**config.mk**
```make
export PLATFORM = sky130hd
export DESIGN_NAME = cht_ctrl
export DESIGN_NICKNAME = d
export VERILOG_FILES = /design/src/rtl/core/chained_hash_table_assert.svh /design/src/rtl/core/cht_pkg.sv /design/src/rtl/core/cht_ctrl.sv
export SDC_FILE = /design/constraint.sdc
export NUM_CORES = 1
export LEC_CHECK = 0
export ABC_AREA = 0
export BUFFER_PORTS_ARGS = -buffer_cell sky130_fd_sc_hd__buf_2
export CAP_MARGIN = 20
export CORE_ASPECT_RATIO = 1.4
export CORE_MARGIN = 3
export CORE_UTILIZATION = 24
export CTS_BUF_LIST = sky130_fd_sc_hd__clkbuf_8
export DETAILED_ROUTE_END_ITERATION = 8
export GPL_ROUTABILITY_DRIVEN = 0
export PLACE_DENSITY = 0.44
export SYNTH_ARGS = -nofsm -noshare
export SYNTH_HDL_FRONTEND = slang
export SYNTH_SLANG_ARGS = --single-unit
```
**constraint.sdc**
```tcl
create_clock -name clk -period 2 [get_ports clk]
set_input_delay 0.2 -clock clk [delete_from_list [all_inputs] [get_ports clk]]
set_output_delay 0.2 -clock clk [all_outputs]
set_load 0.03 [all_outputs]
```
**src/rtl/core/chained_hash_table_assert.svh**
```systemverilog
// Assertion macros for the RTL of the chained hash table.
// Each macro expects signals named clk and rst_n in the module that uses it.
`ifndef CHAINED_HASH_TABLE_ASSERT_SVH
`define CHAINED_HASH_TABLE_ASSERT_SVH

// The consequent must hold in the same cycle as the antecedent.
`define CHT_ASSERT_NOW(lbl, ante, cons) \
  lbl: assert property (@(posedge clk) disable iff (!rst_n) (ante) |-> (cons)) \
    else $error("chained hash table assertion failed");

// The consequent must hold in the cycle after the antecedent.
`define CHT_ASSERT_NEXT(lbl, ante, cons) \
  lbl: assert property (@(posedge clk) disable iff (!rst_n) (ante) |=> (cons)) \
    else $error("chained hash table assertion failed");

`endif

```
**src/rtl/core/cht_pkg.sv**
```systemverilog
`timescale 1ns / 1ps
`default_nettype none
package cht_pkg;

  localparam int OPC_W  = 2;
  localparam int KEY_W  = 31;
  localparam int VAL_W  = 32;
  localparam int BKT_W  = 6;
  localparam int CNT_W  = 7;
  localparam int STAT_W = 2;

  localparam logic [OPC_W-1:0] OP_INSERT = 2'd0;
  localparam logic [OPC_W-1:0] OP_SEARCH = 2'd1;
  localparam logic [OPC_W-1:0] OP_REMOVE = 2'd2;

  localparam logic [CNT_W-1:0] BUCKET_COUNT_RESET = 7'd64;

  typedef enum logic [STAT_W-1:0] {
    ST_DONE = 2'd0,
    ST_MISS = 2'd1,
    ST_FULL = 2'd2
  } res_t;

  typedef enum logic [3:0] {
    S_CLEAR,
    S_IDLE,
    S_DIV,
    S_ALLOC,
    S_ALLOC_WT,
    S_WRNODE,
    S_HEAD,
    S_LINK,
    S_NODE,
    S_DONE
  } state_t;

  typedef struct packed {
    logic load;
    logic div;
    logic pop;
    logic fresh;
    logic take_pop;
    logic wr_node;
    logic head_rd;
    logic head_wr;
    logic follow_head;
    logic follow_link;
    logic tail_wr;
    logic unlink;
    logic found;
    logic res_set;
    res_t res;
    logic out_load;
    logic clear;
  } cmd_t;

  typedef struct packed {
    logic             clear_done;
    logic             div_done;
    logic [OPC_W-1:0] op;
    logic             has_free;
    logic             has_fresh;
    logic             head_nil;
    logic             link_nil;
    logic             key_match;
    logic             out_free;
  } stat_t;

endpackage
`default_nettype wire

```
**src/rtl/core/cht_ctrl.sv**
```systemverilog
`timescale 1ns / 1ps
`default_nettype none
module cht_ctrl (
  input  wire logic           clk,
  input  wire logic           rst_n,
  input  wire logic           in_valid,
  output logic                in_ready,
  input  wire cht_pkg::stat_t stat_i,
  output cht_pkg::cmd_t       cmd_o
);
  import cht_pkg::*;

  state_t state_r, state_nxt;
  logic   is_walk_op;

  assign is_walk_op = (stat_i.op == OP_SEARCH) || (stat_i.op == OP_REMOVE);

  always_ff @(posedge clk) begin
    if (!rst_n) begin
      state_r <= S_CLEAR;
    end else begin
      state_r <= state_nxt;
    end
  end

  always_comb begin
    state_nxt = state_r;
    case (state_r)
      S_CLEAR:    if (stat_i.clear_done) state_nxt = S_IDLE;
      S_IDLE:     if (in_valid) state_nxt = S_DIV;
      S_DIV: begin
        if (stat_i.div_done) begin
          if (stat_i.op == OP_INSERT) state_nxt = S_ALLOC;
          else if (is_walk_op) state_nxt = S_HEAD;
          else state_nxt = S_DONE;
        end
      end
      S_ALLOC: begin
        if (stat_i.has_free) state_nxt = S_ALLOC_WT;
        else if (stat_i.has_fresh) state_nxt = S_WRNODE;
        else state_nxt = S_DONE;
      end
      S_ALLOC_WT: state_nxt = S_WRNODE;
      S_WRNODE:   state_nxt = S_HEAD;
      S_HEAD: begin
        if (stat_i.head_nil) state_nxt = S_DONE;
        else if (stat_i.op == OP_INSERT) state_nxt = S_LINK;
        else state_nxt = S_NODE;
      end
      S_LINK:     if (stat_i.link_nil) state_nxt = S_DONE;
      S_NODE:     if (stat_i.key_match || stat_i.link_nil) state_nxt = S_DONE;
      S_DONE:     if (stat_i.out_free) state_nxt = S_IDLE;
      default:    state_nxt = S_CLEAR;
    endcase
  end

  always_comb begin
    cmd_o    = '0;
    cmd_o.res = ST_MISS;
    in_ready = 1'b0;
    case (state_r)
      S_CLEAR: cmd_o.clear = 1'b1;
      S_IDLE: begin
        in_ready   = 1'b1;
        cmd_o.load = in_valid;
      end
      S_DIV: begin
        if (!stat_i.div_done) begin
          cmd_o.div = 1'b1;
        end else if (stat_i.op == OP_INSERT) begin
          cmd_o.div = 1'b0;
        end else if (is_walk_op) begin
          cmd_o.head_rd = 1'b1;
        end else begin
          cmd_o.res_set = 1'b1;
          cmd_o.res     = ST_MISS;
        end
      end
      S_ALLOC: begin
        if (stat_i.has_free) begin
          cmd_o.pop = 1'b1;
        end else if (stat_i.has_fresh) begin
          cmd_o.fresh = 1'b1;
        end else begin
          cmd_o.res_set = 1'b1;
          cmd_o.res     = ST_FULL;
        end
      end
      S_ALLOC_WT: cmd_o.take_pop = 1'b1;
      S_WRNODE:   cmd_o.wr_node = 1'b1;
      S_HEAD: begin
        if (stat_i.head_nil) begin
          cmd_o.res_set = 1'b1;
          if (stat_i.op == OP_INSERT) begin
            cmd_o.head_wr = 1'b1;
            cmd_o.res     = ST_DONE;
          end else begin
            cmd_o.res = ST_MISS;
          end
        end else begin
          cmd_o.follow_head = 1'b1;
        end
      end
      S_LINK: begin
        if (stat_i.link_nil) begin
          cmd_o.tail_wr = 1'b1;
          cmd_o.res_set = 1'b1;
          cmd_o.res     = ST_DONE;
        end else begin
          cmd_o.follow_link = 1'b1;
        end
      end
      S_NODE: begin
        if (stat_i.key_match) begin
          cmd_o.res_set = 1'b1;
          cmd_o.res     = ST_DONE;
          if (stat_i.op == OP_SEARCH) cmd_o.found = 1'b1;
          else cmd_o.unlink = 1'b1;
        end else if (stat_i.link_nil) begin
          cmd_o.res_set = 1'b1;
          cmd_o.res     = ST_MISS;
        end else begin
          cmd_o.follow_link = 1'b1;
        end
      end
      S_DONE: cmd_o.out_load = stat_i.out_free;
      default: cmd_o = '0;
    endcase
  end

endmodule
`default_nettype wire

```
==> out/metrics.cfg, run 1 <==
[power_and_ir_drop]
cellLeakagePower_uw=0.000461
peakVddDrop_uv=383
powerDensity_nw_per_um2=1050

[clock_tree]
cts_buffer_depth=2
path_clk_slew_ns=0.03
hold_buffers=0
cts_tree=yes
clock-sinks=4
numCtsBuffers=3
insertion_delay_ns=0.22
cts-root-buf=clkbuf_8
htreeDepth=1

[finish]
register_area_um2=81.3
drive_gt1_share_pct=37.1
top_regs=state_r x4
antennaDiodeCount=0
areaGrowthSynthToFinish_pct=35.0
fin_area_um2=975
regMostFlops=state_r
nets=159
largest_reg_flops=4
nFillCells=312
multi_input_area_um2=562
finish.utilization_pct=35.4

[worst_setup_path]
cp-end-kind=primary output
required_ns=1.80
path_max_fanout=13
worstSetupStartpointType=flip-flop
setup.worst_path.class=flip-flop to primary output
cp.arrival_ns=1.64

[global_routing]
overflow=0
grt_max_degree=15
grt_pass1_vias=869
grt_pass1_wl_um=4040
grtUsageTotal_pct=14.1
antenna_found_initial=0

[timing]
setup_tns_ns=0
period_share_pct=91.8
worst_pin_slew_ns=0.445
setup_slack_ns=0.165
maxSlewViolCount=0
fin_crit_ns=1.84
fmax_ghz=0.545
rsz0062_at_grt=no
holdWs_ns=0.270
hold_viol=0
fin_skew_ns=0.00174
slew_headroom_pct=70.3
setup-violations-final=0

[synth]
yosys-top-cells-count=nor2_1 (12), nor3_1 (9), inv_1 (8), o21ai_0 (8), nand2_1 (7)
synth-edff-count=0
yosys_warnings=0
seq_area_frac_synth_pct=11.1
synthesis.nets=122
yosysUniqueCellTypes=39
syn_area_um2=722
synth_top_area_share_pct=11.1
avgSynthCellArea_um2=6.88
async_flop_share_pct=0
synth_seq_cells=4
synth_top_cells_by_area=dfxtp_1 (11%), ha_1 (6.9%), nor3_1 (6.2%), nor2_1 (6.2%), o21ai_0 (5.5%)
synth_cells=105
synth-main-ff-cell=dfxtp_1
netlist.top_cell.by_area=dfxtp_1
yosysMostFrequentCell=nor2_1

[detailed_routing]
wl_per_cell_um=14.0
drtPass1Iterations=4
drc_errors=0
drtAntennaViolNets=0
viasPerCell=5.20
wl_um=2460
dr_total_vias=916
drt_iter0_markers=20

[run_status]
run_status=finished, final reports clean

[floorplanning]
die_x_um=52.4
dieHeight_um=70.9
initial_utilization_pct=26.2
dieArea_um2=3710
fp-row-count=22
core_um2=2750
boundaryPins=32

[placed_design]
placed_area_um2=927
buffer_ports.inserted=31
post-dp-hpwl_um=2020
dpl_worst_slack_ns=0.311

[hold_path]
hold_path_class=input pin to flip-flop

[flow_run]
maxCapViolations=0

==> power breakdown <==
group          internal (uW)  leakage [uW]  total, uW  switching [uW]
Clock                    128     0.0000216        167            39.4
Sequential               106     0.0000331        172            66.2
Combinational            264      0.000406        679             416
==> critical path: stages, from the launching register on <==
cell and delay (ns):
dfxtp_1 0.43, buf_4 0.23, nand2b_1 0.19, nor3_1 0.29, buf_2 0.27
==> routing by layer <==
metal | vias up | GRT usage (%) | wire [um]
met3 | 9 | 2.95 | 103
met5 | - | 0 | 0
met1 | 427 | 17.1 | 1020
met2 | 26 | 22.9 | 1250
li1 | 454 | - | -
met4 | 0 | 7.10 | 87
==> cell families (layout without fill, tap and decap cells) <==
kind of cell             after synthesis  after routing  share of synthesized area, %
AND/OR/NAND/NOR                       53             53                          40.6
AO/OA/AOI/OAI                         29             29                          29.6
buffers and inverters                 15             50                          11.8
adder cells (fa/ha/maj)                4              4                          6.93
flip-flops                             4              4                          11.1
==> placed cells by master, fill, tap and decap left out, types with 2 or more instances in the layout <==
cell type	n
a21o_1	2
clkbuf_8	3
a21oi_2	2
o31a_1	3
a21oi_1	3
nor3b_1	2
ha_1	4
nand3b_1	2
buf_4	8
buf_2	31
o311ai_0	2
nor2_1	12
nand2_1	7
dfxtp_1	3
nand4_1	4
nor2b_1	3
o21ai_1	2
nor3_1	8
nand3_1	2
nand2b_1	2
o21ai_0	8
inv_1	8
and3_1	2
==> path summary, 6_finish.rpt <==
| path | depth (start not counted) | to | startpoint | slack (ns) |
|---|---|---|---|---|
| max | 4 | cmd_o[16] | state_r[0] | 0.16 |
| min | 2 | state_r[1] | rst_n | 0.27 |
| max reg2reg | 6 | state_r[2] | state_r[0] | 0.31 |
| min reg2reg | 2 | state_r[0] | state_r[0] | 0.68 |
==> stage by stage <==
stage,power [uW],instances
final,1020,176
after global routing,1100,176
after detailed placement,841,173
after floorplan,653,105
after global placement,844,173
after CTS,1020,176
==> layout make-up <==
type / instances / area share [%]
Multi-Input combinational cell: 86 / 57.6
Timing Repair Buffer: 39 / 22.1
Sequential cell: 4 / 8.34
Tap cell: 36 / 4.62
Clock buffer: 3 / 4.24
Inverter: 8 / 3.08
==> what timing repair did <==
item	4_1_cts	5_1_grt
setup endpoints to repair	0	1
resized for setup	0	2
buffers inserted	0	0
(Power assumes the default switching activity.)
==> inputs of run 2 (changes only) <==
--- a/config.mk
+++ b/config.mk
@@ -8,13 +8,16 @@
 export ABC_AREA = 0
 export BUFFER_PORTS_ARGS = -buffer_cell sky130_fd_sc_hd__buf_2
 export CAP_MARGIN = 20
+export CELL_PAD_IN_SITES_DETAIL_PLACEMENT = 2
+export CELL_PAD_IN_SITES_GLOBAL_PLACEMENT = 2
 export CORE_ASPECT_RATIO = 1.4
 export CORE_MARGIN = 3
 export CORE_UTILIZATION = 24
 export CTS_BUF_LIST = sky130_fd_sc_hd__clkbuf_8
 export DETAILED_ROUTE_END_ITERATION = 8
 export GPL_ROUTABILITY_DRIVEN = 0
-export PLACE_DENSITY = 0.44
+export PLACE_DENSITY = 0.77
+export RECOVER_POWER = 100
 export SYNTH_ARGS = -nofsm -noshare
 export SYNTH_HDL_FRONTEND = slang
 export SYNTH_SLANG_ARGS = --single-unit
==> out/metrics.cfg, run 2 (synthesis results as in run 1) <==
[floorplanning]
dieHeight_um=70.9  ; unchanged
boundaryPins=32  ; unchanged
dieArea_um2=3710  ; unchanged
die_x_um=52.4  ; unchanged
fp-row-count=22  ; unchanged
initial_utilization_pct=26.2  ; unchanged
core_um2=2750  ; unchanged

[hold_path]
min_from=rst_n
min_path_cells=2  ; unchanged
hold_path_class=input pin to flip-flop
whs_endpoint=state_r[1]

[worst_setup_path]
path_max_fanout=12  ; -1
path_cells=clkbuf_1 > or4_4 > o22ai_4 > buf_2
required_ns=1.80  ; about the same
cp-end-kind=primary output
setup.worst_path.class=flip-flop to primary output
cp.arrival_ns=1.73  ; +0.09 ns
ff2ff_path_depth=5  ; -1
r2r-start=state_r[3]
worstSetupStartpointType=flip-flop
slowest_delay_ns=0.58  ; +0.15 ns
worst_path_max_delay_cell=or4_4
r2r-end=state_r[1]
r2r_slack_ns=0.24  ; -0.07 ns

[finish]
areaGrowthSynthToFinish_pct=31.5
regMostFlops=state_r
antennaDiodeCount=0  ; unchanged
finish.utilization_pct=34.5  ; -0.91 points
fin_cells=175  ; -0.57%
final_common_cell=buf_2
fin_area_um2=950  ; -2.6%
drive_gt1_share_pct=28.8  ; -8.4 points
top_regs=state_r x4
largest_reg_flops=4  ; unchanged
nets=158  ; -0.63%
final_cell_mix=buf_2 (18), nor2_1 (12), clkbuf_1 (11)

[clock_tree]
cts-root-buf=clkbuf_8
cts_buffer_depth=2  ; unchanged
path_clk_slew_ns=0.03  ; about the same
insertion_delay_ns=0.22  ; about the same
hold_buffers=0  ; unchanged
numCtsBuffers=3  ; unchanged
htreeDepth=1  ; unchanged
cts_tree=yes
clock-sinks=4  ; unchanged

[timing]
rsz0062_at_grt=no
maxSlewViolCount=0  ; unchanged
fmax_ghz=0.518  ; -5.0%
hold_viol=0  ; unchanged
period_share_pct=96.6  ; +4.8 points
slew_headroom_pct=66.0  ; -4.3 points
holdWs_ns=0.278  ; +0.00836 ns
fin_skew_ns=0.00366  ; +0.00192 ns
setup-violations-final=0  ; unchanged
worst_pin_slew_ns=0.503  ; +0.0585 ns
setup_tns_ns=0  ; unchanged
fin_crit_ns=1.93  ; +0.0965 ns

[detailed_routing]
drc_errors=0  ; unchanged
dr_total_vias=932  ; +1.7%
wl_per_cell_um=17.4  ; +24%
wl_um=3040  ; +24%
drtPass1Iterations=4  ; unchanged
drt_iter0_markers=10  ; -50%
drtAntennaViolNets=0  ; unchanged
viasPerCell=5.33  ; +2.3%

[run_status]
run_status=finished, final reports clean

[global_routing]
grt_max_degree=14  ; -1
grtUsageTotal_pct=17.5  ; +3.3 points
grt_pass1_vias=1009  ; +16%
grt_pass1_wl_um=4950  ; +22%
overflow=0  ; unchanged
antenna_found_initial=0  ; unchanged

[placed_design]
placed_cells=172  ; -0.58%
buffer_ports.inserted=31  ; unchanged
placed_area_um2=920  ; -0.81%
post-dp-hpwl_um=2430  ; +20%

[power_and_ir_drop]
peakVddDrop_uv=310  ; -19%
powerDensity_nw_per_um2=1080  ; +3.1%
cellLeakagePower_uw=0.000407  ; -12%

[flow_run]
maxCapViolations=0  ; unchanged

run 2: cell types whose count changed in the layout (fill, tap and decap cells not counted), sizes merged:
cell    previous run  this run
clkbuf             3        17
buf               39        24
run 2: what timing repair did:
action / 4_1_cts / 5_1_grt
endpoints found under the setup margin: 0 / 4
buffers inserted: 0 / 0
gates resized for setup: 0 / 3
run 2: per-stage QoR:
stage / power (uW) / setup WS [ns]
after detailed placement: 852 / 0.266
final: 1020 / 0.0683
after CTS: 1040 / 0.0153
after floorplan: 653 / 0.219
after global routing: 1100 / 0.00157
after global placement: 828 / 0.299
run 2: worst max-delay path by stage:
stage / to / depth (start not counted) / startpoint
after floorplan: cmd_o[10] / 3 / state_r[3]
after global placement: cmd_o[4] / 5 / state_r[3]
after detailed placement: cmd_o[4] / 5 / state_r[3]
after CTS: cmd_o[4] / 5 / state_r[3]
after global routing: cmd_o[4] / 5 / state_r[3]
final: cmd_o[8] / 4 / state_r[0]
run 2: cell type report:
class / count / area (um^2)
sequential: 4 / 82.6
clock buffer: 3 / 41.3
tap: 36 / 45.0
inverter: 8 / 30.0
timing repair buffer: 38 / 191
fill: 357 / 1800
multi-input combinational: 86 / 559
run 2: worst max-delay path: cells and delay by family, from the launching register on:
| family | cells | cell delay [ns] |
|---|---|---|
| compound gates | 1 | 0.12 |
| buf+inv | 2 | 0.43 |
| simple gates | 1 | 0.58 |
| flops | 1 | 0.37 |
run 2: power breakdown:
| group | internal (uW) | total (uW) | switching (uW) |
|---|---|---|---|
| registers | 108 | 169 | 61.3 |
| logic | 231 | 678 | 447 |
| clock network | 129 | 176 | 47.6 |
run 2: metal layers:
layer | global-route usage [%] | vias up | share of wire [%]
li1 | - | 451 | -
met1 | 20.4 | 451 | 39
met2 | 32.2 | 26 | 56
met3 | 1.26 | 4 | 2.9
met4 | 5.97 | 0 | 1.2
met5 | 0 | - | 0
